==> src/rld_pkg.sv <==
// rld_pkg: shared constants, payload structs, lane command struct and state type
// for the root-L1 descriptor normaliser. No dependencies.
package rld_pkg;

    localparam int DESCRIPTOR_LENGTH = 128;
    localparam int ELEM_W    = 16;
    localparam int PAIR_CAP  = (DESCRIPTOR_LENGTH + 1) / 2;
    localparam int PAIR_W    = (PAIR_CAP > 1) ? $clog2(PAIR_CAP) : 1;
    localparam int COUNT_W   = PAIR_W + 1;
    localparam int NORM_W    = ELEM_W + $clog2(DESCRIPTOR_LENGTH);
    localparam int TARGET_W  = 3 * ELEM_W;
    localparam int ACC_W     = 2 * ELEM_W + NORM_W + 1;
    localparam int BIT_W     = $clog2(ELEM_W);

    typedef struct packed {
        logic [ELEM_W-1:0] value_even;
        logic [ELEM_W-1:0] value_odd;
        logic              last_pair;
    } rld_in_t;

    typedef struct packed {
        logic [ELEM_W-1:0] root_even;
        logic [ELEM_W-1:0] root_odd;
        logic              end_of_descriptor;
    } rld_out_t;

    // per-lane command from the sequencer
    typedef struct packed {
        logic              wr_en;
        logic [PAIR_W-1:0] wr_addr;
        logic [ELEM_W-1:0] wr_data;
        logic [PAIR_W-1:0] rd_addr;
        logic              start;
    } rld_lane_cmd_t;

    typedef enum logic [2:0] {
        ST_LOAD,
        ST_FETCH,
        ST_START,
        ST_CALC,
        ST_EMIT
    } rld_state_t;

    // odd element of a pair lies inside the descriptor
    function automatic logic odd_ok(input logic [COUNT_W-1:0] pair);
        return (2 * int'(pair) + 1) < DESCRIPTOR_LENGTH;
    endfunction

endpackage

==> src/rld_lane.sv <==
// rld_lane: one element bank plus a bit-serial root-quotient engine.
// Depends on rld_pkg.
module rld_lane (
    input  logic                        aclk,
    input  logic                        aresetn,
    input  rld_pkg::rld_lane_cmd_t      cmd,
    input  logic [rld_pkg::NORM_W-1:0]  norm,
    output logic                        done,
    output logic [rld_pkg::ELEM_W-1:0]  root
);

    logic [rld_pkg::ELEM_W-1:0]   mem [rld_pkg::PAIR_CAP];
    logic [rld_pkg::ELEM_W-1:0]   rdata_reg;
    logic [rld_pkg::TARGET_W-1:0] target_reg, target_next;
    logic [rld_pkg::ACC_W-1:0]    p_reg, p_next;
    logic [rld_pkg::ACC_W-1:0]    rn_reg, rn_next;
    logic [rld_pkg::ELEM_W-1:0]   r_reg, r_next;
    logic [rld_pkg::BIT_W-1:0]    bit_reg, bit_next;
    logic                         busy_reg, busy_next;
    logic                         done_reg, done_next;
    logic [rld_pkg::ACC_W-1:0]    norm_ext;
    logic [rld_pkg::ACC_W-1:0]    cand;

    // element bank, registered read
    always_ff @(posedge aclk) begin
        if (cmd.wr_en) begin
            mem[cmd.wr_addr] <= cmd.wr_data;
        end
        rdata_reg <= mem[cmd.rd_addr];
    end

    // candidate (r | 2^b)^2 * norm built from running r^2*norm and r*norm
    assign norm_ext = rld_pkg::ACC_W'(norm);
    assign cand = p_reg + (rn_reg << (32'(bit_reg) + 1)) + (norm_ext << (2 * 32'(bit_reg)));

    always_comb begin
        target_next = target_reg;
        p_next      = p_reg;
        rn_next     = rn_reg;
        r_next      = r_reg;
        bit_next    = bit_reg;
        busy_next   = busy_reg;
        done_next   = 1'b0;
        if (cmd.start) begin
            target_next = {rdata_reg, {(2 * rld_pkg::ELEM_W){1'b0}}};
            p_next      = '0;
            rn_next     = '0;
            r_next      = '0;
            bit_next    = rld_pkg::BIT_W'(rld_pkg::ELEM_W - 1);
            busy_next   = 1'b1;
        end else if (busy_reg) begin
            if (cand <= rld_pkg::ACC_W'(target_reg)) begin
                p_next  = cand;
                rn_next = rn_reg + (norm_ext << 32'(bit_reg));
                r_next  = r_reg | (rld_pkg::ELEM_W'(1) << bit_reg);
            end
            if (bit_reg == '0) begin
                busy_next = 1'b0;
                done_next = 1'b1;
            end else begin
                bit_next = bit_reg - 1'b1;
            end
        end
    end

    always_ff @(posedge aclk) begin
        if (!aresetn) begin
            busy_reg <= 1'b0;
            done_reg <= 1'b0;
        end else begin
            busy_reg <= busy_next;
            done_reg <= done_next;
        end
        target_reg <= target_next;
        p_reg      <= p_next;
        rn_reg     <= rn_next;
        r_reg      <= r_next;
        bit_reg    <= bit_next;
    end

    assign done = done_reg;
    assign root = r_reg;

endmodule

==> src/root_l1_descriptor_normalizer.sv <==
// root_l1_descriptor_normalizer: top level, load sequencer, two lanes and merge stage.
// Depends on rld_pkg and rld_lane.
//
//  channel | ports                      | direction | carries
//  s_      | s_valid s_ready s_data     | in        | element pair, last mark
//  m_      | m_valid m_ready m_data     | out       | root pair, end of descriptor
//
// During loading s_ready stays high; the L1 norm is summed as pairs are stored.
// After the last pair, each result pair goes through bank read, engine start,
// 16 iterations of the bit-serial root search (one result bit per cycle), the
// engine's registered done flag, capture in the merge register, and output.
// Both lanes run the search together, so the 16-step loop sets the output rate.
// Input is not taken while results are emitted; a stalled output simply holds.
// Reset (aresetn low, synchronous) returns to loading and empties the norm, pair count and result index.
module root_l1_descriptor_normalizer (
    input  logic              aclk,
    input  logic              aresetn,
    input  logic              s_valid,
    output logic              s_ready,
    input  rld_pkg::rld_in_t  s_data,
    output logic              m_valid,
    input  logic              m_ready,
    output rld_pkg::rld_out_t m_data
);

    rld_pkg::rld_state_t         state_reg, state_next;
    logic [rld_pkg::COUNT_W-1:0] fill_reg, fill_next;
    logic [rld_pkg::NORM_W-1:0]  norm_reg, norm_next;
    logic [rld_pkg::PAIR_W-1:0]  k_reg, k_next;
    rld_pkg::rld_out_t           out_reg, out_next;

    rld_pkg::rld_lane_cmd_t      cmd_even, cmd_odd;
    logic                        done_even, done_odd;
    logic [rld_pkg::ELEM_W-1:0]  root_even, root_odd;

    logic s_xfer, m_xfer, store_ok, odd_store, last_k, start;

    assign s_xfer    = s_valid && s_ready;
    assign m_xfer    = m_valid && m_ready;
    assign store_ok  = fill_reg < rld_pkg::COUNT_W'(rld_pkg::PAIR_CAP);
    assign odd_store = store_ok && rld_pkg::odd_ok(fill_reg);
    assign last_k    = (rld_pkg::COUNT_W'(k_reg) + 1'b1) == fill_reg;

    // next state
    always_comb begin
        state_next = state_reg;
        case (state_reg)
            rld_pkg::ST_LOAD:  if (s_xfer && s_data.last_pair) state_next = rld_pkg::ST_FETCH;
            rld_pkg::ST_FETCH: state_next = rld_pkg::ST_START;
            rld_pkg::ST_START: state_next = rld_pkg::ST_CALC;
            rld_pkg::ST_CALC:  if (done_even) state_next = rld_pkg::ST_EMIT;
            rld_pkg::ST_EMIT: begin
                if (m_xfer) begin
                    state_next = last_k ? rld_pkg::ST_LOAD : rld_pkg::ST_FETCH;
                end
            end
            default: state_next = rld_pkg::ST_LOAD;
        endcase
    end

    // handshake outputs
    always_comb begin
        s_ready = 1'b0;
        m_valid = 1'b0;
        start   = 1'b0;
        case (state_reg)
            rld_pkg::ST_LOAD:  s_ready = 1'b1;
            rld_pkg::ST_START: start   = 1'b1;
            rld_pkg::ST_EMIT:  m_valid = 1'b1;
            default: ;
        endcase
    end

    // lane commands: write on load, read at the current result pair
    always_comb begin
        cmd_even.wr_en   = s_xfer && store_ok;
        cmd_even.wr_addr = fill_reg[rld_pkg::PAIR_W-1:0];
        cmd_even.wr_data = s_data.value_even;
        cmd_even.rd_addr = k_reg;
        cmd_even.start   = start;
        cmd_odd          = cmd_even;
        cmd_odd.wr_en    = s_xfer && odd_store;
        cmd_odd.wr_data  = s_data.value_odd;
    end

    // counters, norm and merge register
    always_comb begin
        fill_next = fill_reg;
        norm_next = norm_reg;
        k_next    = k_reg;
        out_next  = out_reg;
        if (s_xfer) begin
            if (store_ok) begin
                fill_next = fill_reg + 1'b1;
                norm_next = norm_reg + rld_pkg::NORM_W'(s_data.value_even)
                          + (odd_store ? rld_pkg::NORM_W'(s_data.value_odd) : '0);
            end
            k_next = '0;
        end
        if (state_reg == rld_pkg::ST_CALC && done_even && done_odd) begin
            out_next.root_even = (norm_reg == '0) ? '0 : root_even;
            out_next.root_odd  = (norm_reg == '0 ||
                                  !rld_pkg::odd_ok(rld_pkg::COUNT_W'(k_reg))) ? '0 : root_odd;
            out_next.end_of_descriptor = last_k;
        end
        if (m_xfer) begin
            if (last_k) begin
                fill_next = '0;
                norm_next = '0;
            end else begin
                k_next = k_reg + 1'b1;
            end
        end
    end

    always_ff @(posedge aclk) begin
        if (!aresetn) begin
            state_reg <= rld_pkg::ST_LOAD;
            fill_reg  <= '0;
            norm_reg  <= '0;
            k_reg     <= '0;
        end else begin
            state_reg <= state_next;
            fill_reg  <= fill_next;
            norm_reg  <= norm_next;
            k_reg     <= k_next;
        end
        out_reg <= out_next;
    end

    assign m_data = out_reg;

    // even and odd lanes
    rld_lane u_lane_even (
        .aclk    (aclk),
        .aresetn (aresetn),
        .cmd     (cmd_even),
        .norm    (norm_reg),
        .done    (done_even),
        .root    (root_even)
    );

    rld_lane u_lane_odd (
        .aclk    (aclk),
        .aresetn (aresetn),
        .cmd     (cmd_odd),
        .norm    (norm_reg),
        .done    (done_odd),
        .root    (root_odd)
    );

endmodule

==> config.mk <==
export PLATFORM = sky130hd
export DESIGN_NAME = root_l1_descriptor_normalizer
export DESIGN_NICKNAME = d
export VERILOG_FILES = /design/src/rld_pkg.sv /design/src/rld_lane.sv /design/src/root_l1_descriptor_normalizer.sv
export SDC_FILE = /design/constraint.sdc
export NUM_CORES = 2
export LEC_CHECK = 0
export ABC_CLOCK_PERIOD_IN_PS = 12200
export BUFFER_PORTS_ARGS = -buffer_cell sky130_fd_sc_hd__buf_2
export CAP_MARGIN = 40
export CORE_ASPECT_RATIO = 1.4
export CORE_MARGIN = 8
export CORE_UTILIZATION = 55
export DETAILED_ROUTE_END_ITERATION = 8
export PLACE_DENSITY = 0.83
export SKIP_LAST_GASP = 1
export SLEW_MARGIN = 25
export SYNTH_ARGS = -nofsm -noshare
export SYNTH_HDL_FRONTEND = slang
export SYNTH_SLANG_ARGS = --single-unit
==> constraint.sdc <==
create_clock -name aclk -period 12.2 [get_ports aclk]
set_input_delay 2.44 -clock aclk [delete_from_list [all_inputs] [get_ports aclk]]
set_output_delay 2.44 -clock aclk [all_outputs]
set_load 0.02 [all_outputs]
==> results_dict.tcl <==
set metrics [dict create \
    cp-start-kind "flip-flop" \
    ys_seq_elements 2452 \
    grt_use_total_pct 31.11 \
    skew_ns 0.09490 \
    crit_top_cell "ha_1" \
    hold_buffers 0 \
    period_minus_slack_ns 11.70 \
    io_pins 72 \
    yosysUniqueCellTypes 95 \
    clock_sinks 2452 \
    antenna_left 0 \
    start_util_pct 55.32 \
    die_h_um 562.3 \
    pwr-share-seq_pct 32.8 \
    max_freq_mhz 85.48 \
    cts_buffer_depth 4 \
    overflow 0 \
    ys.flop_type "edfxtp_1" \
    yosys_warnings 0 \
    root_buffer "clkbuf_16" \
    core_area_um2 212000 \
    intPower_w 0.01736 \
    drtIter0Drc 10540 \
    syn-num-nets 8456 \
    synth_top_area_cell "edfxtp_1" \
    drc 0 \
    pwr-share-clk_pct 25.0 \
    yosysSeqAreaShare_pct 59.90 \
    drt_wl_total_um 365700 \
    critPathCaptureType "flip-flop" \
    postSynthCellCount 8037 \
    yosysTopAreaCellShare_pct 54.12 \
    syn_avg_cell_area_um2 14.59 \
    cp_num_buf_inv 3 \
    cpPeakStageDelay_ns 0.74 \
    final_layout_size_suffix_gt1_share_pct 18.44 \
    synth-edff-count 2113 \
    whs_ns 0.4024 \
    cts_buffers 221 \
    cp_top_family "simple AND/OR/NAND/NOR gates" \
    outcome "completed" \
    worst_pin_slew_ns 0.9587 \
    power_density_nw_per_um2 224.3 \
    arrival_ns 12.49 \
    globalplace.congestion 0.9719 \
    hold_viol 0 \
    fin_ws_ns 0.5009 \
    wire_per_inst_um 32.94 \
    cts_resized 0 \
    vias 76220 \
    cts_tree "built" \
    antenna_found_initial 21 \
    topRoutingLayerUsed "met5" \
    crit_fanout 42 \
    dieArea_um2 228400 \
    finalSetupViolCount 0 \
    drv_slew 0 \
    reg_top3 "u_lane_even.mem x1024, u_lane_odd.mem x1024" \
    first_global_vias 76050 \
    netlist_area_um2 117200 \
    grt_max_degree 113 \
    p_switching_w 0.01165 \
    cp_slowest_cell "nor4b_2" \
    clk-insertion-delay-late_ns 0.92 \
    setup_tns_ns 0 \
    place_ws_ns 0.8266 \
    grt_pass1_wl_um 524800 \
    leakage_nw 44.35 \
    period_share_pct 95.89 \
    total_power_w 0.02901 \
    viasPerCell 6.865 \
    m1WireLength_um 120900 \
    die_x_um 406.2 \
    dpl.hpwl_um 224500 \
    swShare_pct 40.15 \
    syn_to_final_growth_pct 10.28 \
    ir_worst_vdd_uv 197.2 \
    fp-row-count 200 \
    postSynth.asyncResetShare_pct 0 \
    clk_transition_reported_paths_ns 0.07 \
    setup.worst_path.class "flip-flop to flip-flop" \
    fin_cells 11100 \
    dp.cells 10660 \
    pwr-share-comb_pct 42.2 \
    final_nets 8490 \
    cts_max_level 4 \
    dr_wl_met3_um 32670 \
    dr_wl_met2_um 182100 \
    maxCapViolations 0 \
    maxSlewHeadroom_pct 36.09 \
    required_ns 12.99 \
    drtPass1Iterations 9 \
    rsz0062_at_grt "no" \
    cts_setup_buffers 0 \
    port_buffers 71 \
    synthTopCellsByArea "edfxtp_1 (54%), mux4_2 (14%), dfxtp_1 (5.8%), ha_1 (2.7%), mux2i_1 (2.5%)" \
    hp-class "flip-flop to flip-flop" \
]
[synthesized netlist by cell type, drive strengths merged (51+ instances only)]
master and instances:
and2 59, dfxtp 339, nand2 619, buf 157, clkbuf 313, nand2b 71
nand3 146, nand4 51, edfxtp 2113, nor2 580, a21oi 377, inv 317
o21ai 362, a21o 112, ha 255, mux2i 296, nor2b 85, xor2 80
mux4 738, nor3 80, fa 127, a31oi 59, xnor2 117
[logic make-up after synthesis]
| family | share of synthesized area (%) |
|---|---|
| xor gates and xnor gates | 1.472 |
| AOI/OAI and AO/OA | 6.759 |
| and+or+nand+nor | 7.292 |
| muxes | 17.09 |
| DFF | 59.90 |
| adders and majority gates | 4.890 |
| buffers and inverters | 2.597 |
[worst register-to-register path, delay by kind of cell (launching register included)]
kind	cells	cell delay [ns]
and+or+nand+nor	13	4.35
AOI/OAI and AO/OA	10	2.97
adders and majority gates	5	1.94
buffers and inverters	3	0.94
DFF	1	0.65
muxes	2	0.52
xor gates and xnor gates	1	0.25
[through the flow]
| stage | cell area [um2] | utilization (%) |
|---|---|---|
| 6_report | 129300 | 61.01 |
| 2_1_floorplan | 117300 | - |
| 5_1_grt | 129300 | 61.00 |
| 3_5_place_dp | 121700 | 57.44 |
| 4_1_cts | 129000 | 60.88 |
| 3_3_place_gp | 121300 | 57.22 |
[power by group through the flow]
stage	Clock [W]	Sequential (W)	Combinational (W)
after detailed placement	0	0.00969	0.0118
after global routing	0.00757	0.00953	0.0132
after floorplan	0	0.00954	0.00835
after CTS	0.00729	0.00951	0.0119
final	0.00726	0.00952	0.0122
after global placement	0	0.00968	0.0116
[layout by cell type, fill, tap and decap left out, types with 42 or more instances in the layout]
cell type / n
nand3_1: 145
buf_2: 75
and2_1: 58
nand4_1: 50
nor3_1: 80
a31oi_1: 59
a21oi_1: 376
buf_4: 164
nand2_1: 619
mux4_2: 738
nor2_4: 65
fa_1: 127
o21ai_0: 330
clkbuf_16: 226
ha_1: 253
edfxtp_1: 2113
a21o_1: 112
mux2i_1: 296
inv_1: 314
clkinv_1: 42
dfxtp_1: 325
xor2_1: 80
nor2b_1: 85
o21a_1: 48
xnor2_1: 113
nor2_1: 515
nand2b_1: 71
[final cells by class]
type	count	area, um2
Clock buffer	273	5912
Tap cell	2828	3538
Fill cell	14720	82640
Timing Repair Buffer	281	2432
Antenna cell	20	50.05
Sequential cell	2452	70270
Inverter	320	1206
Multi-Input combinational cell	4795	44500
Clock inverter	133	1395
[layer usage]
metal | vias up | track usage [%]
met5 | - | 0.5560
met4 | 6 | 20.46
met3 | 1505 | 5.800
met2 | 5430 | 52.95
met1 | 38240 | 35.88
li1 | 31030 | -
[worst paths after layout]
path                                         startpoint                   endpoint  slack, ns  depth (start not counted)
worst min-delay path            u_lane_odd.rdata_reg[7]  u_lane_odd.target_reg[39]       0.40                          0
worst max register to register    u_lane_odd.bit_reg[0]      u_lane_odd.rn_reg[47]       0.50                         34
worst min register to register  u_lane_odd.rdata_reg[7]  u_lane_odd.target_reg[39]       0.40                          0
worst max-delay path              u_lane_odd.bit_reg[0]      u_lane_odd.rn_reg[47]       0.50                         34
Note: power is estimated with default switching activity, not from simulation.
